$ cat src/design/quoted_pair_escape_decoder_top_assert.svh
// assertion macros shared by the queue and serializer modules
`ifndef QUOTED_PAIR_ESCAPE_DECODER_TOP_ASSERT_SVH
`define QUOTED_PAIR_ESCAPE_DECODER_TOP_ASSERT_SVH

`ifndef ASSERT_OFF

// condition implies consequence in the same cycle
`define QPED_ASSERT_SAME(label, clk, rst_n, cond, cons) \
    label: assert property (@(posedge clk) disable iff (!rst_n) (cond) |-> (cons)) \
        else $error("qped assertion failed");

// condition implies consequence in the next cycle
`define QPED_ASSERT_NEXT(label, clk, rst_n, cond, cons) \
    label: assert property (@(posedge clk) disable iff (!rst_n) (cond) |=> (cons)) \
        else $error("qped assertion failed");

`else

`define QPED_ASSERT_SAME(label, clk, rst_n, cond, cons)
`define QPED_ASSERT_NEXT(label, clk, rst_n, cond, cons)

`endif

`endif

$ cat src/design/qped_pkg.sv
`default_nettype none

package qped_pkg;

    // result kinds
    typedef enum logic [2:0] {
        KIND_KEY    = 3'd0,
        KIND_VALUE  = 3'd1,
        KIND_ACCEPT = 3'd2,
        KIND_SKIP   = 3'd3,
        KIND_ERROR  = 3'd4
    } t_kind;

    // one result beat
    typedef struct packed {
        t_kind      kind;
        logic [7:0] byte_value;
    } t_res;

    // results of one input beat, one or two
    typedef struct packed {
        logic two;
        t_res r0;
        t_res r1;
    } t_bundle;

    // queue between front and back, depth a power of two
    localparam int QPED_FIFO_DEPTH = 4;
    localparam int QPED_PTR_W      = $clog2(QPED_FIFO_DEPTH);
    localparam int QPED_CNT_W      = QPED_PTR_W + 1;

    // characters
    localparam logic [7:0] CH_QUOTE = 8'h22;
    localparam logic [7:0] CH_SQUOTE = 8'h27;
    localparam logic [7:0] CH_BSL   = 8'h5C;
    localparam logic [7:0] CH_COMMA = 8'h2C;
    localparam logic [7:0] CH_X     = 8'h78;
    localparam logic [7:0] CH_ZERO  = 8'h30;
    localparam logic [7:0] CH_SEVEN = 8'h37;
    localparam logic [7:0] CH_SPACE = 8'h20;

    // white space: space, tab, lf, vt, ff, cr
    function automatic logic is_ws(input logic [7:0] c);
        return (c == CH_SPACE) || (c >= 8'd9 && c <= 8'd13);
    endfunction

    function automatic logic is_oct(input logic [7:0] c);
        return (c >= CH_ZERO) && (c <= CH_SEVEN);
    endfunction

    // {valid, digit value}
    function automatic logic [4:0] hex_val(input logic [7:0] c);
        logic [7:0] d;
        d = 8'd0;
        if (c >= 8'h30 && c <= 8'h39) begin
            d = c - 8'h30;
            return {1'b1, d[3:0]};
        end
        if (c >= 8'h61 && c <= 8'h66) begin
            d = c - 8'h57;
            return {1'b1, d[3:0]};
        end
        if (c >= 8'h41 && c <= 8'h46) begin
            d = c - 8'h37;
            return {1'b1, d[3:0]};
        end
        return 5'd0;
    endfunction

    // {valid, byte} for single-character escapes
    function automatic logic [8:0] simple_esc(input logic [7:0] c);
        logic [8:0] r;
        unique case (c)
            8'h30:     r = {1'b1, 8'd0};
            8'h61:     r = {1'b1, 8'd7};
            8'h62:     r = {1'b1, 8'd8};
            8'h66:     r = {1'b1, 8'd12};
            8'h6E:     r = {1'b1, 8'd10};
            8'h72:     r = {1'b1, 8'd13};
            8'h74:     r = {1'b1, 8'd9};
            8'h76:     r = {1'b1, 8'd11};
            CH_BSL:    r = {1'b1, CH_BSL};
            CH_SQUOTE: r = {1'b1, CH_SQUOTE};
            CH_QUOTE:  r = {1'b1, CH_QUOTE};
            default:   r = 9'd0;
        endcase
        return r;
    endfunction

endpackage

`default_nettype wire

$ cat src/design/quoted_pair_escape_decoder_top.sv
// channel  | direction | handshake    | payload
// ---------+-----------+--------------+----------------------------------------
// input    | in        | push / full  | i_char_byte, i_end_of_line
// result   | out       | empty / pop  | o_kind, o_byte_value, o_last
//
// the front takes one input beat per cycle while full is low and classifies it
// in that cycle; its one or two results go into a four-entry queue
// the back gives one result beat per cycle while pop keeps up, so a beat
// with two results (flushed octal escape plus a character, or a byte plus the
// line status) yields two result beats; the queue absorbs bursts of such beats
// a result passes through a queue entry and the output register to the ports
// reset is synchronous and clears the line state, queue and output register
// full rises only when the queue holds four entries; a stalled pop fills it
`default_nettype none

module quoted_pair_escape_decoder_top (
    input  wire logic       i_clk,
    input  wire logic       i_rst_n,
    input  wire logic       push,
    output logic            full,
    input  wire logic [7:0] i_char_byte,
    input  wire logic       i_end_of_line,
    output logic            empty,
    input  wire logic       pop,
    output logic [2:0]      o_kind,
    output logic [7:0]      o_byte_value,
    output logic            o_last
);

    qped_pkg::t_bundle wr_data;
    qped_pkg::t_bundle rd_data;
    logic              wr;
    logic              rd;
    logic              q_empty;

    // parse and decode
    qped_front u_front (
        .i_clk         (i_clk),
        .i_rst_n       (i_rst_n),
        .i_push        (push),
        .i_full        (full),
        .i_char_byte   (i_char_byte),
        .i_end_of_line (i_end_of_line),
        .o_bundle      (wr_data),
        .o_wr          (wr)
    );

    // queue between front and back
    qped_fifo u_fifo (
        .i_clk     (i_clk),
        .i_rst_n   (i_rst_n),
        .i_wr      (wr),
        .i_wr_data (wr_data),
        .o_full    (full),
        .i_rd      (rd),
        .o_rd_data (rd_data),
        .o_empty   (q_empty)
    );

    // result serializer
    qped_back u_back (
        .i_clk        (i_clk),
        .i_rst_n      (i_rst_n),
        .i_rd_empty   (q_empty),
        .i_rd_data    (rd_data),
        .o_rd         (rd),
        .i_pop        (pop),
        .o_empty      (empty),
        .o_kind       (o_kind),
        .o_byte_value (o_byte_value),
        .o_last       (o_last)
    );

endmodule

`default_nettype wire

$ cat src/design/qped_front.sv
`default_nettype none

module qped_front (
    input  wire logic              i_clk,
    input  wire logic              i_rst_n,
    input  wire logic              i_push,
    input  wire logic              i_full,
    input  wire logic [7:0]        i_char_byte,
    input  wire logic              i_end_of_line,
    output qped_pkg::t_bundle      o_bundle,
    output logic                   o_wr
);

    typedef enum logic [3:0] {
        PH_LEAD      = 4'd0,
        PH_KEY       = 4'd1,
        PH_POSTKEY   = 4'd2,
        PH_POSTCOMMA = 4'd3,
        PH_VALUE     = 4'd4,
        PH_DONE      = 4'd5,
        PH_SKIP      = 4'd6
    } t_phase;

    typedef enum logic [1:0] {
        EK_NONE = 2'd0,
        EK_BSL  = 2'd1,
        EK_HEX  = 2'd2,
        EK_OCT  = 2'd3
    } t_esc;

    t_phase      r_phase, n_phase;
    t_esc        r_ek, n_ek;
    logic [7:0]  r_acc, n_acc;
    logic [1:0]  r_dig, n_dig;
    logic        r_err, n_err;

    logic        accept;
    logic        e0_v, e1_v;
    qped_pkg::t_res e0, e1;
    qped_pkg::t_kind bk;
    t_phase      close_ph;
    logic [4:0]  hv;
    logic [8:0]  sv;
    logic [7:0]  oct_acc;
    logic [7:0]  hex_acc;
    logic [7:0]  c;

    assign accept = i_push && !i_full;
    assign c      = i_char_byte;

    // next state and results of one beat
    always_comb begin
        n_phase  = r_phase;
        n_ek     = r_ek;
        n_acc    = r_acc;
        n_dig    = r_dig;
        n_err    = r_err;
        e0_v     = 1'b0;
        e1_v     = 1'b0;
        e0       = '{kind: qped_pkg::KIND_KEY, byte_value: 8'd0};
        e1       = '{kind: qped_pkg::KIND_KEY, byte_value: 8'd0};
        bk       = (r_phase == PH_KEY) ? qped_pkg::KIND_KEY : qped_pkg::KIND_VALUE;
        close_ph = (r_phase == PH_KEY) ? PH_POSTKEY : PH_DONE;
        hv       = qped_pkg::hex_val(c);
        sv       = qped_pkg::simple_esc(c);
        oct_acc  = {r_acc[4:0], c[2:0]};
        hex_acc  = {r_acc[3:0], hv[3:0]};

        if (i_end_of_line) begin
            // status on end of line, then back to reset values
            e0_v = 1'b1;
            e0   = '{kind: qped_pkg::KIND_SKIP, byte_value: 8'd0};
            if (r_err) begin
                e0.kind = qped_pkg::KIND_ERROR;
            end else if (r_phase == PH_KEY || r_phase == PH_VALUE) begin
                if (r_ek == EK_BSL || r_ek == EK_HEX) begin
                    e0.kind = qped_pkg::KIND_ERROR;
                end else if (r_ek == EK_OCT) begin
                    if (r_dig == 2'd2 || r_acc == 8'd0) begin
                        e0   = '{kind: bk, byte_value: r_acc};
                        e1_v = 1'b1;
                        e1   = '{kind: qped_pkg::KIND_SKIP, byte_value: 8'd0};
                    end else begin
                        e0.kind = qped_pkg::KIND_ERROR;
                    end
                end
            end else if (r_phase == PH_DONE) begin
                e0.kind = qped_pkg::KIND_ACCEPT;
            end
            n_phase = PH_LEAD;
            n_ek    = EK_NONE;
            n_acc   = 8'd0;
            n_dig   = 2'd0;
            n_err   = 1'b0;
        end else if (!r_err) begin
            unique case (r_phase)
                PH_LEAD: begin
                    if (c == qped_pkg::CH_QUOTE) n_phase = PH_KEY;
                    else if (!qped_pkg::is_ws(c)) n_phase = PH_SKIP;
                end
                PH_POSTKEY: begin
                    if (c == qped_pkg::CH_COMMA) n_phase = PH_POSTCOMMA;
                    else if (!qped_pkg::is_ws(c)) n_phase = PH_SKIP;
                end
                PH_POSTCOMMA: begin
                    if (c == qped_pkg::CH_QUOTE) n_phase = PH_VALUE;
                    else if (!qped_pkg::is_ws(c)) n_phase = PH_SKIP;
                end
                PH_KEY, PH_VALUE: begin
                    unique case (r_ek)
                        EK_NONE: begin
                            if (c == qped_pkg::CH_QUOTE) n_phase = close_ph;
                            else if (c == qped_pkg::CH_BSL) n_ek = EK_BSL;
                            else begin
                                e0_v = 1'b1;
                                e0   = '{kind: bk, byte_value: c};
                            end
                        end
                        EK_BSL: begin
                            if (c == qped_pkg::CH_X) begin
                                n_ek  = EK_HEX;
                                n_dig = 2'd0;
                                n_acc = 8'd0;
                            end else if (qped_pkg::is_oct(c)) begin
                                n_ek  = EK_OCT;
                                n_dig = 2'd1;
                                n_acc = {5'd0, c[2:0]};
                            end else if (sv[8]) begin
                                e0_v  = 1'b1;
                                e0    = '{kind: bk, byte_value: sv[7:0]};
                                n_ek  = EK_NONE;
                                n_dig = 2'd0;
                                n_acc = 8'd0;
                            end else begin
                                n_err = 1'b1;
                                n_ek  = EK_NONE;
                                n_dig = 2'd0;
                                n_acc = 8'd0;
                            end
                        end
                        EK_HEX: begin
                            if (!hv[4]) begin
                                n_err = 1'b1;
                                n_ek  = EK_NONE;
                                n_dig = 2'd0;
                                n_acc = 8'd0;
                            end else if (r_dig == 2'd1) begin
                                e0_v  = 1'b1;
                                e0    = '{kind: bk, byte_value: hex_acc};
                                n_ek  = EK_NONE;
                                n_dig = 2'd0;
                                n_acc = 8'd0;
                            end else begin
                                n_acc = hex_acc;
                                n_dig = r_dig + 2'd1;
                            end
                        end
                        EK_OCT: begin
                            if (qped_pkg::is_oct(c)) begin
                                if (r_dig == 2'd1 && oct_acc < 8'd32) begin
                                    // first digit 0 to 3: a third digit may follow
                                    n_acc = oct_acc;
                                    n_dig = 2'd2;
                                end else begin
                                    e0_v  = 1'b1;
                                    e0    = '{kind: bk, byte_value: oct_acc};
                                    n_ek  = EK_NONE;
                                    n_dig = 2'd0;
                                    n_acc = 8'd0;
                                end
                            end else if (r_dig == 2'd2 || r_acc == 8'd0) begin
                                // flush pending octal, then handle the character
                                e0_v  = 1'b1;
                                e0    = '{kind: bk, byte_value: r_acc};
                                n_ek  = EK_NONE;
                                n_dig = 2'd0;
                                n_acc = 8'd0;
                                if (c == qped_pkg::CH_QUOTE) n_phase = close_ph;
                                else if (c == qped_pkg::CH_BSL) n_ek = EK_BSL;
                                else begin
                                    e1_v = 1'b1;
                                    e1   = '{kind: bk, byte_value: c};
                                end
                            end else begin
                                n_err = 1'b1;
                                n_ek  = EK_NONE;
                                n_dig = 2'd0;
                                n_acc = 8'd0;
                            end
                        end
                    endcase
                end
                default: begin
                end
            endcase
        end
    end

    // queue write
    assign o_wr     = accept && e0_v;
    assign o_bundle = '{two: e1_v, r0: e0, r1: e1};

    // line state
    always_ff @(posedge i_clk) begin
        if (!i_rst_n) begin
            r_phase <= PH_LEAD;
            r_ek    <= EK_NONE;
            r_acc   <= 8'd0;
            r_dig   <= 2'd0;
            r_err   <= 1'b0;
        end else if (accept) begin
            r_phase <= n_phase;
            r_ek    <= n_ek;
            r_acc   <= n_acc;
            r_dig   <= n_dig;
            r_err   <= n_err;
        end
    end

endmodule

`default_nettype wire

$ cat src/design/qped_fifo.sv
`default_nettype none

`include "quoted_pair_escape_decoder_top_assert.svh"

module qped_fifo (
    input  wire logic              i_clk,
    input  wire logic              i_rst_n,
    input  wire logic              i_wr,
    input  wire qped_pkg::t_bundle i_wr_data,
    output logic                   o_full,
    input  wire logic              i_rd,
    output qped_pkg::t_bundle      o_rd_data,
    output logic                   o_empty
);

    qped_pkg::t_bundle r_mem [qped_pkg::QPED_FIFO_DEPTH];
    logic [qped_pkg::QPED_PTR_W-1:0] r_wr_ptr;
    logic [qped_pkg::QPED_PTR_W-1:0] r_rd_ptr;
    logic [qped_pkg::QPED_CNT_W-1:0] r_count;
    logic [qped_pkg::QPED_CNT_W-1:0] cnt_max;
    logic [qped_pkg::QPED_CNT_W-1:0] cnt_one;
    logic wr_en, rd_en;

    assign cnt_max   = qped_pkg::QPED_CNT_W'(qped_pkg::QPED_FIFO_DEPTH);
    assign cnt_one   = qped_pkg::QPED_CNT_W'(1);
    assign o_full    = (r_count == cnt_max);
    assign o_empty   = (r_count == '0);
    assign wr_en     = i_wr && !o_full;
    assign rd_en     = i_rd && !o_empty;
    assign o_rd_data = r_mem[r_rd_ptr];

    // storage
    always_ff @(posedge i_clk) begin
        if (wr_en) begin
            r_mem[r_wr_ptr] <= i_wr_data;
        end
    end

    // pointers and fill count
    always_ff @(posedge i_clk) begin
        if (!i_rst_n) begin
            r_wr_ptr <= '0;
            r_rd_ptr <= '0;
            r_count  <= '0;
        end else begin
            if (wr_en) r_wr_ptr <= r_wr_ptr + qped_pkg::QPED_PTR_W'(1);
            if (rd_en) r_rd_ptr <= r_rd_ptr + qped_pkg::QPED_PTR_W'(1);
            if (wr_en && !rd_en) r_count <= r_count + cnt_one;
            else if (rd_en && !wr_en) r_count <= r_count - cnt_one;
        end
    end

    // checks
    `QPED_ASSERT_SAME(a_count_bound, i_clk, i_rst_n, 1'b1, r_count <= cnt_max)
    `QPED_ASSERT_NEXT(a_count_up, i_clk, i_rst_n, wr_en && !rd_en, r_count == $past(r_count) + cnt_one)
    `QPED_ASSERT_NEXT(a_count_down, i_clk, i_rst_n, rd_en && !wr_en, r_count == $past(r_count) - cnt_one)

endmodule

`default_nettype wire

$ cat src/design/qped_back.sv
`default_nettype none

`include "quoted_pair_escape_decoder_top_assert.svh"

module qped_back (
    input  wire logic              i_clk,
    input  wire logic              i_rst_n,
    input  wire logic              i_rd_empty,
    input  wire qped_pkg::t_bundle i_rd_data,
    output logic                   o_rd,
    input  wire logic              i_pop,
    output logic                   o_empty,
    output logic [2:0]             o_kind,
    output logic [7:0]             o_byte_value,
    output logic                   o_last
);

    logic           r_valid;
    logic           r_last;
    qped_pkg::t_res r_res;
    logic           r_pend_v;
    qped_pkg::t_res r_pend;
    logic           load;
    logic           is_status;
    logic           pend_out;

    // output slot free or being taken
    assign load = !r_valid || i_pop;
    assign o_rd = load && !r_pend_v && !i_rd_empty;

    // output register and held second result
    always_ff @(posedge i_clk) begin
        if (!i_rst_n) begin
            r_valid  <= 1'b0;
            r_pend_v <= 1'b0;
        end else if (load) begin
            if (r_pend_v) begin
                r_valid  <= 1'b1;
                r_res    <= r_pend;
                r_last   <= 1'b1;
                r_pend_v <= 1'b0;
            end else if (!i_rd_empty) begin
                r_valid  <= 1'b1;
                r_res    <= i_rd_data.r0;
                r_last   <= !i_rd_data.two;
                r_pend_v <= i_rd_data.two;
                r_pend   <= i_rd_data.r1;
            end else begin
                r_valid  <= 1'b0;
            end
        end
    end

    assign o_empty      = !r_valid;
    assign o_kind       = r_res.kind;
    assign o_byte_value = r_res.byte_value;
    assign o_last       = r_last;

    // line status shown, second result about to move up
    assign is_status = (r_res.kind == qped_pkg::KIND_ACCEPT)
                    || (r_res.kind == qped_pkg::KIND_SKIP)
                    || (r_res.kind == qped_pkg::KIND_ERROR);
    assign pend_out  = r_valid && i_pop && r_pend_v;

    // checks
    `QPED_ASSERT_SAME(a_pend_shows_first, i_clk, i_rst_n, r_pend_v, r_valid && !r_last)
    `QPED_ASSERT_SAME(a_status_last, i_clk, i_rst_n, r_valid && is_status, r_last)
    `QPED_ASSERT_NEXT(a_second_follows, i_clk, i_rst_n, pend_out, r_valid && r_last && !r_pend_v)

endmodule

`default_nettype wire
$ cat config.mk
export PLATFORM = sky130hd
export DESIGN_NAME = quoted_pair_escape_decoder_top
export DESIGN_NICKNAME = d
export VERILOG_FILES = /design/src/design/qped_pkg.sv /design/src/design/quoted_pair_escape_decoder_top.sv /design/src/design/qped_front.sv /design/src/design/qped_fifo.sv /design/src/design/qped_back.sv
export VERILOG_INCLUDE_DIRS = /design/src /design/src/design
export SDC_FILE = /design/constraint.sdc
export NUM_CORES = 1
export LEC_CHECK = 0
export BUFFER_PORTS_ARGS = -buffer_cell sky130_fd_sc_hd__buf_2
export CELL_PAD_IN_SITES_DETAIL_PLACEMENT = 0
export CELL_PAD_IN_SITES_GLOBAL_PLACEMENT = 1
export CORE_ASPECT_RATIO = 1.4
export CORE_MARGIN = 2
export CORE_UTILIZATION = 48
export DETAILED_ROUTE_END_ITERATION = 10
export PLACE_DENSITY_LB_ADDON = 0.2
export SETUP_SLACK_MARGIN = 0.5
export SYNTH_ARGS = -nofsm -noshare
export SYNTH_HDL_FRONTEND = slang
export SYNTH_SLANG_ARGS = --single-unit
export TNS_END_PERCENT = 5
$ cat constraint.sdc
create_clock -name i_clk -period 9.8 [get_ports i_clk]
set_clock_uncertainty 0.15 [all_clocks]
set_input_delay 1.47 -clock i_clk [delete_from_list [all_inputs] [get_ports i_clk]]
set_output_delay 1.47 -clock i_clk [all_outputs]
set_load 0.02 [all_outputs]
**Yosys cells after proc, flatten, opt, wreduce, memory -nomap -nowiden**

Memories as Yosys holds them, arrays and structs flattened. A register that Yosys moved wholly into a read port is not among the register bits.
Cells that the tools add are included.

- Bits in registers: 49
- Latch bits: 0
- RAM bits: 92
- Bits in read-only memories: 0
- Output and inout bits: 14
- Memories kept: 1

- $add $sub $neg: 8
- $mul: 0
- Div/mod/pow operators: 0
- Magnitude comparators: 10
- Eq/ne operators: 34
- Shift-type cells: 0
- Multiplexer cells: 143
- Bitwise logic cells: 2
- Reductions and logical operators: 40

Memories:

| memory | depth | bits a word | rd ports | clocked after memory_dff | write ports | line | RTL |
|---|---|---|---|---|---|---|---|
| u_fifo.r_mem | 4 | 23 | 1 | 1 | 1 | qped_fifo.sv:16 | `qped_pkg::t_bundle r_mem [qped_pkg::QPED_FIFO_DEPTH];` |

Operator list:

| operator | number |
|---|---|
| $mux W11 | 25 |
| $pmux W9 S11 | 1 |
| $mux W8 | 12 |
| $eq A8 B7 Y1 const B | 9 |
| $mux W1 | 49 |
| $mux W2 | 23 |
| $pmux W11 S4 | 1 |
| $eq A8 B6 Y1 const B | 5 |
| $mux W4 | 9 |
| $mux W5 | 6 |
| $mux W3 | 8 |
| $pmux W8 S3 | 1 |
| $ge A8 B7 Y1 const B | 2 |
| $le A8 B6 Y1 const B | 2 |
| $le A8 B7 Y1 const B | 2 |
| $ne A4 B4 Y1 const B | 4 |
| $pmux W4 S4 | 1 |
| $logic_and A1 B1 Y1 | 14 |
| $mux W10 | 1 |
| $mux W9 | 1 |
| $eq A4 B2 Y1 const B | 2 |
| $eq A4 B3 Y1 const B | 2 |
| $ge A8 B4 Y1 const B | 1 |
| $ge A8 B6 Y1 const B | 1 |
| 35 further kinds | 55 |

**Depth between registers and ports, before layout**

Gate-level depths: netlist (run 1).

- Word-level depth: 20
- Depth in mapped cells: 15
- Depth with buffers taken out: 14

**Hierarchy**

From an unflattened synthesis (run 1), not the netlist that was laid out.

- Cell total of the unflattened synthesis: 576
- Area, all modules: 7274.5 sq um

Modules (own cells, without submodules):

| module | instances | cells each | area each (sq um) | seq. area each (sq um) |
|---|---|---|---|---|
| qped_fifo | 1 | 168 | 3831.2 | 2942.8 |
| qped_front | 1 | 359 | 2473.6 | 340.3 |
| qped_back | 1 | 49 | 969.7 | 730.7 |

**Least setup slack after synthesis (run 1)**

OpenSTA, ideal clock, no wires.

- Path type: input-to-reg
- Start: input i_char_byte[0]
- End: register u_fifo.r_count[2] in the netlist's numbering
- Setup time: 0.076 ns
- Arrival time: 4.319 ns
- Data required time: 9.574 ns
- Slack: 5.256 ns
- Cell stages on the path: 15
- Path through: buf_2 > inv_1 > ha_1 > nand2b_1 > a211oi_1 > nor4_2 > nand3_2 > a2111oi_4 > o31ai_4 > ha_1 > inv_1 > fa_1 > xor2_1 > or3_1 > a21boi_0

- Cells in the longest elaborated chain, start to end: 18
- Elaborated cells between the ends (all ways): 56

Ends and longest elaborated chain:

| element | line | RTL |
|---|---|---|
| start, declared | quoted_pair_escape_decoder_top.sv:21 | `input wire logic [7:0] i_char_byte,` |
| $ge A8 B7 Y1 or $le A8 B7 Y1 (tied branches) | qped_pkg.sv:63 | `if (c >= 8'h41 && c <= 8'h46) begin` |
| $logic_and A1 B1 Y1 | qped_pkg.sv:63 |  |
| $mux W1 (2 in series) | qped_pkg.sv:63 |  |
| $mux W1 | qped_pkg.sv:59 | `if (c >= 8'h61 && c <= 8'h66) begin` |
| $mux W5 | qped_pkg.sv:67 | `return 5'd0;` |
| $mux W5 | qped_pkg.sv:63 |  |
| $mux W5 | qped_pkg.sv:59 |  |
| $mux W1 | qped_front.sv:142 | `if (!hv[4]) begin` |
| (+2 left out) | - |  |
| $mux W1 (*) | qped_front.sv:95 | `end else if (!r_err) begin` |
| $mux W1 (*) | qped_front.sv:69 | `if (i_end_of_line) begin` |
| $logic_and A1 B1 Y1 (*) | qped_front.sv:200 | `assign o_wr = accept && e0_v;` |
| $logic_and A1 B1 Y1 (*) | qped_fifo.sv:28 | `assign wr_en = i_wr && !o_full;` |
| net u_fifo.wr_en | qped_fifo.sv:22 | `logic wr_en, rd_en;` |
| $logic_not A1 Y1 | qped_fifo.sv:49 | `else if (rd_en && !wr_en) r_count <= r_count - cnt_one;` |
| $logic_and A1 B1 Y1 | qped_fifo.sv:49 |  |
| $reduce_bool A2 Y1 (no line) | - |  |
| end signal, assigned | qped_fifo.sv:48 | `if (wr_en && !rd_en) r_count <= r_count + cnt_one;` |
| end signal, assigned | qped_fifo.sv:49 |  |
| end, declared | qped_fifo.sv:19 | `logic [qped_pkg::QPED_CNT_W-1:0] r_count;` |

The timed path passes the listed nets; every way through them passes the cells marked *. The select of a mux whose other input is x is not followed.
A chain may end at the register's enable or synchronous reset.

**Final worst setup path (run 1)**

- Start: input i_char_byte[1]
- End: register u_fifo.r_count[2] in the netlist's numbering

The elaborated chain is that of the path after synthesis.

==> results of run 1 <==
## routing by layer
| layer | vias up | part of all wire | global-route usage | routed length, microns |
|---|---|---|---|---|
| met1 | 2315 | 0.41 | 0.276 | 6620 |
| met5 | - | 0 | 0 | 0 |
| met3 | 49 | 0.034 | 0.0368 | 548 |
| met4 | 0 | 0.045 | 0.110 | 733 |
| met2 | 150 | 0.51 | 0.371 | 8290 |
| li1 | 2218 | - | - | - |
## final timing paths
kind,cells after the start,slack (ns),to
hold reg to reg,2,0.35,u_front.r_ek[1]
setup reg to reg,11,6.32,u_fifo.r_count[2]
hold / removal,2,0.35,u_front.r_ek[1]
setup / recovery,15,5.17,u_fifo.r_count[2]
## per-stage QoR
stage	power, mW	worst slack [ns]	hold slack, ns	std cells
after floorplan	1.05	5.26	0.312	568
after global placement	1.13	4.84	0.328	754
after detailed placement	1.14	4.73	0.340	754
after CTS	1.78	5.16	0.349	786
after global routing	1.84	4.90	0.379	786
final	1.75	5.17	0.347	786
## logic make-up (layout without fill, tap and decap cells)
family / Yosys count / in the layout
XOR/XNOR: 7 / 7
flip-flops: 138 / 138
AND/OR/NAND/NOR: 189 / 189
multiplexers: 36 / 36
AO/OA/AOI/OAI: 131 / 131
adder cells (fa/ha/maj): 15 / 15
buffers and inverters: 52 / 81
## where the power goes
part	total [mW]	internal, mW	switching, mW
Clock	0.630	0.367	0.263
Sequential	0.763	0.728	0.0352
Combinational	0.360	0.161	0.198
## flip-flops by register name, summed over array words and instances, names as in the netlist, 3 cells and up, named ones only
register and flops:
u_front.r_acc 8, u_back.o_byte_value 8, u_back.o_kind 3, u_front.r_phase 4
u_fifo.r_count 3, u_fifo.r_mem 88, u_back.r_pend 10
## cell usage in the layout, fill, tap and decap left out, types with 4 or more instances in the layout
cell type	instances
a21oi_1	20
nor2b_1	17
nor4_1	4
mux4_2	22
inv_1	14
nor3_1	15
mux2_2	10
a22oi_1	11
a221oi_1	4
o31ai_1	6
nand2b_1	6
a21o_1	5
clkbuf_16	17
edfxtp_1	110
nand2_1	50
nand3_1	12
inv_6	4
inv_8	4
o22ai_1	6
dfxtp_1	28
xnor2_1	5
o21ai_0	23
a31oi_1	4
buf_2	26
ha_1	14
or3_1	7
buf_4	8
mux2i_1	4
o21a_1	5
a211oi_1	10
and2_1	16
nand3b_1	4
nor2_1	31
## worst min-delay path, stage by stage (launching register included)
cell and delay (ns):
dfxtp_1 0.34, nand2_1 0.06, a21boi_1 0.05
## final cells by class
| cell class | count | area [sq um] |
|---|---|---|
| Inverter | 15 | 56.3 |
| Clock inverter | 14 | 151 |
| Tap cell | 189 | 236 |
| Timing Repair Buffer | 34 | 190 |
| Clock buffer | 18 | 439 |
| Multi-Input combinational cell | 378 | 2890 |
| Fill cell | 1259 | 6490 |
| Sequential cell | 138 | 3860 |
==> summary.md, run 1 <==
| Metric | Value |
|---|---|
| Die Outline Area | approximately 16000 sq um |
| Launch point of the worst path | i_char_byte[1] |
| Top flip-flop cell by instance count after synthesis | edfxtp_1 |
| Maximum number of pins on one net before global-route repair | 32 |
| Count of flip-flops with a built-in enable after synthesis | 110 |
| Via count of the routed design | 4732 |
| Remaining design rule violation count | 0 |
| Floorplan core area | 14300 sq um |
| Status | complete, no violations |
| Unique masters post-synth | 79 |
| Area growth from synthesis to layout | 12.1% |
| Asr flop ratio synth | 0 |
| Clock latency on the worst-skew pair | 0.41 ns |
| TritonCTS Buffers | 17 |
| Critical path peak fanout | 9 |
| Adder-cell area share of the yosys netlist | 0.0280 |
| Number of global-route vias before repair | ~4700 |
| Total number of H-tree levels | 4 |
| WP buf/inv | 3 |
| Time the worst path needs with I/O delays and setup | 4.63 ns |
| Clock-pin slew on the worst setup and hold paths | roughly 0.060 ns |
| Register bit total from synthesis | 138 |
| Number of resized instances in the post-cts repair step | 0 |
| Highest Clock Rate | 216 MHz |
| Number of iterations in the first detailed-routing pass | 5 |
| Post-layout nets | 612 |
| Cell count after synthesis | 568 |
| Static Leak | between 2 and 3 nW |
| Number of maximum-capacitance violations | 0 |
| Crit end category | flop |
| Total congestion overflow | 0 |
| Cell-by-cell trace of the critical path | buf_2 > inv_1 > ha_1 > o21bai_1 > a21oi_1 > o21ai_1 > nor2_2 > a2111oi_4 > o31ai_4 > ha_1 > inv_1 > fa_1 > xor2_1 > or3_1 > a21boi_0 |
| Fraction of final layout cells with drive strength greater than 1 | 0.198 |
| Mux share of post-synthesis cell area | 0.0928 |
| Die extent in x | 106 microns |
| Share of synthesized area occupied by flip-flops and latches | 0.553 |
| Critical Path Slowest Stage Cell | fa_1 |
| CP max stage delay | approximately 0.42 ns |
| Io pins | 27 |
| DP Wirelength | roughly 11000 microns |
| Final antenna-violating net count | 0 |
| Global-route wire length before repair | 26100 microns |
| Weighted congestion at the end of routability-driven global placement | 0.937 |
| Share of the synthesized netlist area taken by xor and xnor gates | 0.00878 |
| Worst IR Drop VDD | ~110 uV |
| Cell types with the largest area share after synthesis | edfxtp_1 47%, dfxtp_1 8.0%, mux4_2 7.1% |
| Most frequent cell after synthesis | edfxtp_1 |
| Top cells by count, synth | 110 x edfxtp_1, 50 x nand2_1, 31 x nor2_1 |
| Source of the worst register-to-register timing path | u_front.r_ek[0] |
| Vias per cell | ~6.0 |
| Netlist Area Pre-Place | about 7000 sq um |
| Compound-gate portion of the synthesized area | 0.136 |
| Proportion of netlist area held by the largest area contributor | 0.473 |
| Period utilisation layout | 0.473 |
| Final Util | 0.547 |
| Initial core utilization | 0.488 |
| FP Rows | 52 |
| Average wire length per cell after detail routing | ~21 microns |
| Dominant combinational cell family by area after synthesis | simple AND/OR/NAND/NOR gates |
| Hold wc startpoint | u_front.r_ek[1] |
| Die Y | between 100 and 150 microns |
| Worst Path Required | 9.99 ns |
| Cell area power density | roughly 220 nW/um^2 |
| Buffers from clock root to sink, at most | 2 |
| Max-slew headroom at the worst pin | 0.397 |
| Post-synthesis cell type with the largest combined area | edfxtp_1 |
| Number of hold-slack violations in the final timing report | 0 |
| RSZ-0062 raised after global routing | no |
| Total nets after synthesis | between 500 and 600 |
| Setup TNS | 0 ns |
| Data arrival time of the critical path | around 4.8 ns |
| Placed Area | 7230 sq um |
| Sink Count | 138 |
| Number of synthesis warnings | 0 |
| Detailed-route wire length | 16200 microns |
| Max-slew violation total from the final report | 0 |
| Synthesized-area fraction occupied by and/or/nand/nor cells | 0.147 |
| Worst-Margin Slew | 0.897 ns |
| Synthesized area per cell | 12.3 sq um |
| Diodes inserted | 0 |
| Critical path launch point type | primary input |
| Total routing resource utilization after global routing | 0.221 |
| Final setup violation count | 0 |
| Total of hold buffers inserted after clock tree synthesis | 0 |
| Number of DRC markers in iteration 0 | 392 |
| Clock tree from TritonCTS | built |
| Delay-heaviest family, CP | compound AO/OA/AOI/OAI gates |
| Total of buffers placed on input and output ports | 26 |
| Worst setup path category | in2reg |
| Number of buffers added for setup after CTS | 0 |
| Clock root buffer | clkbuf_16 |
| Antenna violations before repair | 0 |
| Final cell area excluding filler cells | 7820 sq um |
| Type of the most critical hold path | reg2reg |
Power figures use the tool's default switching activity.
==> run 2: changes to the inputs <==
- CORE_UTILIZATION: 48 -> 46
- clock period: 9.8 -> 4.25 ns (I/O delays scaled with it)
==> summary.md, run 2 (synthesis gave the netlist of run 1 again) <==
| Metric | Value |
|---|---|
| Status | complete, no violations |
| Filler cell count in the final layout | 1301 (+3.3%) |
| Leading registers by flop count | u_fifo.r_mem: 88 flops, u_back.r_pend: 10 flops |
| Total routing resource utilization after global routing | 0.215 (-0.00597) |
| Critical Path Slowest Stage Cell | fa_1 |
| Flip-flop count of the largest register after layout | 88 (unchanged) |
| Worst Hold Path EP | u_front.r_ek[1] |
| Maximum number of pins on one net before global-route repair | 32 (unchanged) |
| Delay-heaviest family, CP | adder cells |
| Global-route wire length before repair | 25900 microns (-0.69%) |
| Number of global-route vias before repair | 4735 (+0.21%) |
| Part of the total power dissipated in sequential elements | 0.446 (+0.011) |
| Instance count after placement with tap cells included | 772 (+2.4%) |
| Top library cells by usage in the layout, fill and taps aside | 110 x edfxtp_1, 50 x nand2_1, 31 x nor2_1 |
| TritonCTS Buffers | 17 (unchanged) |
| CP max stage delay | 0.43 ns (about the same) |
| Die Y | 150 microns (+2.1%) |
| Io pins | 27 (unchanged) |
| Met3 usage in global routing | 0.0361 (-0.000674) |
| Worst-Margin Slew | 0.906 ns (+0.00914 ns) |
| Clock latency on the worst-skew pair | 0.41 ns (about the same) |
| Final setup violation count | 0 (unchanged) |
| Clock-pin slew on the worst setup and hold paths | 0.06 ns (about the same) |
| Critical path's most frequent cell | inv_1 |
| Type of the most critical hold path | reg2reg |
| Static Leak | 2.63 nW (+2.7%) |
| Average wire length per cell after detail routing | 20.2 microns (-1.8%) |
| Remaining design rule violation count | 0 (unchanged) |
| Worst Path Required | 4.43 ns (-5.56 ns) |
| Final standard cell count with taps included and fillers excluded | 807 (+2.7%) |
| Crit end category | flop |
| Sequential cell area | 3860 sq um (unchanged) |
| Share of total power in the clock network | 0.345 (-0.014) |
| Area growth from synthesis to layout | 13.9% |
| Max-slew violation total from the final report | 0 (unchanged) |
| Clock tree from TritonCTS | built |
| M1 GR Usage | 0.255 (-0.0216) |
| Diodes inserted | 0 (unchanged) |
| Data arrival time of the critical path | 3.77 ns (-1.05 ns) |
| Fraction of final layout cells with drive strength greater than 1 | 0.229 (+0.0316) |
| Pint | 2.85 mW (+130%) |
| Setup TNS | 0 ns (unchanged) |
| Total of hold buffers inserted after clock tree synthesis | 0 (unchanged) |
| Antenna violations before repair | 0 (unchanged) |
| Switch Pwr | 1.14 mW (+130%) |
| Number of DRC markers in iteration 0 | 317 (-19%) |
| WP buf/inv | 4 (+1) |
| Critical R2R Capture | u_fifo.r_count[2] |
| Max-slew headroom at the worst pin | 0.395 (-0.00232) |
| Worst IR Drop VDD | 317 uV (+180%) |
| Most frequent standard cell in the layout excluding fill and tap cells | edfxtp_1 |
| Minimum setup slack among reg-to-reg paths | 0.78 ns (-5.54 ns) |
| Cell count of the worst hold path | 2 (unchanged) |
| Number of hold-slack violations in the final timing report | 0 (unchanged) |
| Net switching fraction of the power | 0.286 (+0.00273) |
| Die extent in x | 108 microns (+2.1%) |
| Number of maximum-capacitance violations | 0 (unchanged) |
| Register bank with the most flops | u_fifo.r_mem |
| Critical path peak fanout | 9 (unchanged) |
| RSZ-0062 raised after global routing | no |
| Weighted congestion at the end of routability-driven global placement | 0.907 (-3.3%) |
| Global-route track usage on met2 | 0.379 (+0.00829) |
| Sink Count | 138 (unchanged) |
| Final antenna-violating net count | 0 (unchanged) |
| Time the worst path needs with I/O delays and setup | approximately 3.6 ns |
| Number of logic stages on the critical path including buffering | 16 (+1) |
| Total number of H-tree levels | 4 (unchanged) |
| Total congestion overflow | 0 (unchanged) |
| Initial core utilization | 0.468 (-0.0198) |
| Total of buffers placed on input and output ports | 26 (unchanged) |
| Source of the worst register-to-register timing path | u_front.r_ek[0] |
| Vias per cell | 5.84 (-3.1%) |
| Clock root buffer | clkbuf_16 |
| Worst setup path category | in2reg |
| Cell area power density | 502 nW/um^2 (+120%) |
| Detailed-route wire length | 16300 microns (+0.85%) |
| Cell-by-cell trace of the critical path | buf_2 > inv_1 > ha_2 > o21bai_1 > a21oi_1 > o21ai_1 > nor2_2 > a2111oi_4 > buf_4 > o31ai_4 > ha_1 > inv_1 > fa_1 > xor2_1 > or3_1 > a21boi_0 |
| Overall power | 3.99 mW (+130%) |
| Via count of the routed design | 4709 (-0.49%) |
| Highest Clock Rate | 278 MHz |
| Hold wc startpoint | u_front.r_ek[1] |
| Post-layout nets | 630 (+2.9%) |
| Period utilisation layout | 0.846 |
| Gr busiest metal | met2 |
| Portion of total power attributed to combinational logic | 0.209 (+0.004) |
| Buffers from clock root to sink, at most | 2 (unchanged) |
| Number of iterations in the first detailed-routing pass | 4 (-1) |
| R2R depth | 12 (+1) |
| Critical path launch point type | primary input |
| Floorplan core area | 14900 sq um (+4.2%) |
| Area of the multi-input gates | 2900 sq um (+0.56%) |
| FP Rows | 53 (+1.9%) |
| DP Wirelength | 11400 microns (+3.1%) |
| Die Outline Area | 16200 sq um (+4.2%) |
## run 2: cell types whose count changed in the layout (fill, tap and decap cells not counted), moves of 2 or more
cell and change:
inv_8 -2, inv_6 +2, ha_2 +2, ha_1 -2, buf_4 +18
## run 2: metrics by stage
| step | hold slack (ns) | worst slack [ns] | utilization | area, sq um |
|---|---|---|---|---|
| 2_1_floorplan | 0.312 | 0.538 | - | 6980 |
| 3_3_place_gp | 0.329 | 0.239 | 0.493 | 7350 |
| 3_5_place_dp | 0.341 | 0.114 | 0.493 | 7350 |
| 4_1_cts | 0.349 | 0.541 | 0.530 | 7910 |
| 5_1_grt | 0.392 | 0.496 | 0.533 | 7950 |
| 6_report | 0.348 | 0.656 | 0.533 | 7950 |
## run 2: power groups by stage
| stage | combinational [mW] | sequential, mW | clock [mW] |
|---|---|---|---|
| after floorplan | 0.605 | 1.81 | 0 |
| final | 0.834 | 1.78 | 1.38 |
| after CTS | 0.842 | 1.78 | 1.40 |
| after global routing | 0.919 | 1.80 | 1.45 |
| after detailed placement | 0.839 | 1.81 | 0 |
| after global placement | 0.825 | 1.80 | 0 |
## run 2: metal layers
| metal | routed length [microns] | up-vias |
|---|---|---|
| met5 | 0 | - |
| met3 | 810 | 32 |
| met4 | 565 | 0 |
| met1 | 6500 | 2273 |
| li1 | - | 2249 |
| met2 | 8450 | 155 |
## run 2: area by class of cell
type / instances / share of cell area
clock buffers: 18 / 0.0552
clock inverters: 14 / 0.0156
well taps: 192 / 0.0302
inverters: 15 / 0.00708
multi-input cells: 378 / 0.365
repair buffers: 52 / 0.0412
flip-flops and latches: 138 / 0.486
## run 2: worst max path at each step
stage | start | endpoint
finish | i_char_byte[1] | u_fifo.r_count[2]
detailed placement | i_char_byte[7] | u_fifo.r_count[2]
floorplan | i_char_byte[0] | u_fifo.r_count[2]
global placement | i_char_byte[7] | u_fifo.r_count[2]
CTS | i_char_byte[7] | u_fifo.r_count[2]
global route | i_char_byte[1] | u_fifo.r_count[2]
## run 2: repair_timing
| item | 4_1_cts | 5_1_grt |
|---|---|---|
| setup buffers | 0 | 3 |
| resized for setup | 0 | 6 |
| setup endpoints to repair | 0 | 1 |
## run 2: worst reg2reg max path: cells and delay by family, from the launching register on
kind / cells / cell delay [ns]
and+or+nand+nor: 1 / 0.30
buffers and inverters: 3 / 0.49
xor gates and xnor gates: 1 / 0.16
adders and majority gates: 3 / 1.11
AOI/OAI and AO/OA: 4 / 0.82
DFF: 1 / 0.38
==> run 3: changes to the inputs <==
- clock period: 4.25 -> 3.3 ns (I/O delays scaled with it)
==> summary.md, run 3 (synthesis gave the netlist of run 1 again) <==
| Metric | Value |
|---|---|
| Worst Hold Path EP | u_back.r_valid |
| Flip-flop count of the largest register after layout | 88 (unchanged) |
| Clock-pin slew on the worst setup and hold paths | 0.06 ns (about the same) |
| Clock tree from TritonCTS | built |
| Weighted congestion at the end of routability-driven global placement | 0.908 (+0.17%) |
| Io pins | 27 (unchanged) |
| Post-Place Worst Slack | -0.102 ns (-0.216 ns) |
| Delay-heaviest family, CP | simple AND/OR/NAND/NOR gates |
| Fraction of final layout cells with drive strength greater than 1 | 0.323 (+0.0936) |
| Top library cells by usage in the layout, fill and taps aside | 110 x edfxtp_1, 73 x buf_4, 49 x nand2_1 |
| Clock root buffer | clkbuf_16 |
| Antenna violations before repair | 0 (unchanged) |
| Leading registers by flop count | u_fifo.r_mem: 88 flops, u_back.r_pend: 10 flops |
| Maximum number of pins on one net before global-route repair | 32 (unchanged) |
| Critical path peak fanout | 3 (-6) |
| Worst setup path category | in2reg |
| Via count of the routed design | 4933 (+4.8%) |
| Sink Count | 138 (unchanged) |
| Minimum setup slack among reg-to-reg paths | 0.45 ns (-0.33 ns) |
| Register bank with the most flops | u_fifo.r_mem |
| Worst Path Required | 3.49 ns (-0.94 ns) |
| Worst IR Drop VDD | 427 uV (+35%) |
| Hold wc startpoint | pop |
| Portion of total power attributed to combinational logic | 0.232 (+0.023) |
| Total of buffers placed on input and output ports | 26 (unchanged) |
| Clock latency on the worst-skew pair | 0.41 ns (about the same) |
| Die Y | 150 microns (unchanged) |
| Smallest setup slack after layout | 0.415 ns (-0.241 ns) |
| CP max stage delay | 0.42 ns (about the same) |
| Cell area power density | 610 nW/um^2 (+22%) |
| Final setup violation count | 0 (unchanged) |
| Vias per cell | 5.75 (-1.5%) |
| Total congestion overflow | 0 (unchanged) |
| Die Outline Area | 16200 sq um (unchanged) |
| Pint | 3.74 mW (+31%) |
| Total of hold buffers inserted after clock tree synthesis | 0 (unchanged) |
| Global-route wire length before repair | 27000 microns (+4.3%) |
| Die extent in x | 108 microns (unchanged) |
| Share of total power in the clock network | 0.342 (-0.003) |
| TritonCTS Buffers | 17 (unchanged) |
| FP Rows | 53 (unchanged) |
| Source of the worst register-to-register timing path | u_front.r_acc[6] |
| Max-slew headroom at the worst pin | 0.427 (+0.0322) |
| Static Leak | 2.96 nW (+12%) |
| Status | complete, no violations |
| Placed Area | 7910 sq um (+7.6%) |
| Total number of H-tree levels | 4 (unchanged) |
| Number of DRC markers in iteration 0 | 358 (+13%) |
| RSZ-0062 raised after global routing | yes |
| Critical Path Slowest Stage Cell | or4_4 |
| Detailed-route wire length | 16700 microns (+2.1%) |
| Type of the most critical hold path | in2reg |
| Worst-Margin Slew | 0.850 ns (-0.0560 ns) |
| Switch Pwr | 1.51 mW (+32%) |
| Cell-by-cell trace of the critical path | buf_2 > buf_12 > or4_4 > nor2_4 > nor4_2 > nand3_2 > a2111oi_4 > buf_4 > o31ai_4 > ha_2 > inv_2 > fa_2 > xor2_1 > or3_1 > a21boi_1 |
| Final cell area excluding filler cells | 8600 sq um (+8.1%) |
| Total routing resource utilization after global routing | 0.221 (+0.00581) |
| Post-layout nets | 681 (+8.1%) |
| Critical path launch point type | primary input |
| Setup TNS | 0 ns (unchanged) |
| Area growth from synthesis to layout | 23.2% |
| Diodes inserted | 0 (unchanged) |
| Cell count of the worst hold path | 3 (+1) |
| R2R depth | 13 (+1) |
| Buffers from clock root to sink, at most | 2 (unchanged) |
| Part of the total power dissipated in sequential elements | 0.426 (-0.020) |
| Critical R2R Capture | u_fifo.r_count[2] |
| Filler cell count in the final layout | 1220 (-6.2%) |
| Crit end category | flop |
| Number of hold-slack violations in the final timing report | 0 (unchanged) |
| Net switching fraction of the power | 0.287 (+0.00119) |
| Number of maximum-capacitance violations | 0 (unchanged) |
| Number of iterations in the first detailed-routing pass | 5 (+1) |
| Number of global-route vias before repair | 5004 (+5.7%) |
| Data arrival time of the critical path | 3.08 ns (-0.69 ns) |
| Period utilisation layout | 0.874 |
| Final antenna-violating net count | 0 (unchanged) |
| Initial core utilization | 0.468 (unchanged) |
| WP buf/inv | 4 (unchanged) |
| Highest Clock Rate | 347 MHz |
| Floorplan core area | 14900 sq um (unchanged) |
| Remaining design rule violation count | 0 (unchanged) |
| DP Wirelength | 12000 microns (+5.1%) |
| Time the worst path needs with I/O delays and setup | 2.88 ns |
| Average wire length per cell after detail routing | 19.4 microns (-4.0%) |
| Max-slew violation total from the final report | 0 (unchanged) |
| Most frequent standard cell in the layout excluding fill and tap cells | edfxtp_1 |
-- run 3: through the flow --
| stage | hold slack, ns | std cells | total power [mW] | util |
|---|---|---|---|---|
| floorplan | 0.314 | 568 | 3.13 | - |
| global placement | 0.328 | 822 | 3.46 | 0.530 |
| detailed placement | 0.343 | 822 | 3.50 | 0.530 |
| CTS | 0.282 | 856 | 5.30 | 0.573 |
| global route | 0.307 | 858 | 5.49 | 0.576 |
| finish | 0.293 | 858 | 5.25 | 0.576 |
-- run 3: worst reg2reg max path: stages (launching register included) --
cell and delay, ns:
dfxtp_1 0.36, nor3_4 0.21, and3_4 0.21, nand2_1 0.08, a31oi_4 0.19, a2111oi_4 0.07, buf_4 0.17, o31ai_4 0.20
ha_2 0.22, inv_2 0.04, fa_2 0.33, xor2_1 0.15, or3_1 0.30, a21boi_1 0.11
-- run 3: timing repair --
item / 4_1_cts / 5_1_grt
setup endpoints to repair: 31 / 37
resized for setup: 15 / 8
cloned: 0 / 0
pin swaps: 6 / 9
setup buffers: 2 / 2
-- run 3: area by class of cell --
class | count | area, sq um | share of cell area
flip-flops and latches | 138 | 3870 | 0.450
multi-input cells | 378 | 3080 | 0.358
repair buffers | 103 | 778 | 0.0905
clock buffers | 18 | 439 | 0.0511
well taps | 192 | 240 | 0.0279
clock inverters | 14 | 130 | 0.0151
inverters | 15 | 63.8 | 0.00742
-- run 3: how the worst max path moves through the flow --
stage | startpoint | to | slack [ns] | cells past startpoint
after floorplan | i_char_byte[7] | u_fifo.r_count[2] | 0.15 | 13
after global placement | i_char_byte[4] | u_fifo.r_count[2] | -0.06 | 14
after detailed placement | i_char_byte[1] | u_fifo.r_count[2] | -0.10 | 16
after CTS | i_char_byte[0] | u_fifo.r_count[2] | 0.41 | 15
after global routing | i_char_byte[0] | u_fifo.r_count[2] | 0.29 | 15
final | i_char_byte[0] | u_fifo.r_count[2] | 0.42 | 15
-- run 3: metal layers --
| metal | routed length, microns | global-route usage | up-vias |
|---|---|---|---|
| li1 | - | - | 2347 |
| met1 | 6640 | 0.273 | 2414 |
| met2 | 8650 | 0.374 | 141 |
| met3 | 676 | 0.0348 | 31 |
| met4 | 697 | 0.108 | 0 |
| met5 | 0 | 0 | - |
-- run 3: power by group through the flow --
stage / Sequential (mW) / Combinational (mW) / Clock [mW]
after floorplan: 2.33 / 0.802 / 0
after global placement: 2.26 / 1.20 / 0
after detailed placement: 2.27 / 1.23 / 0
after CTS: 2.24 / 1.24 / 1.83
after global routing: 2.26 / 1.33 / 1.90
final: 2.23 / 1.22 / 1.79
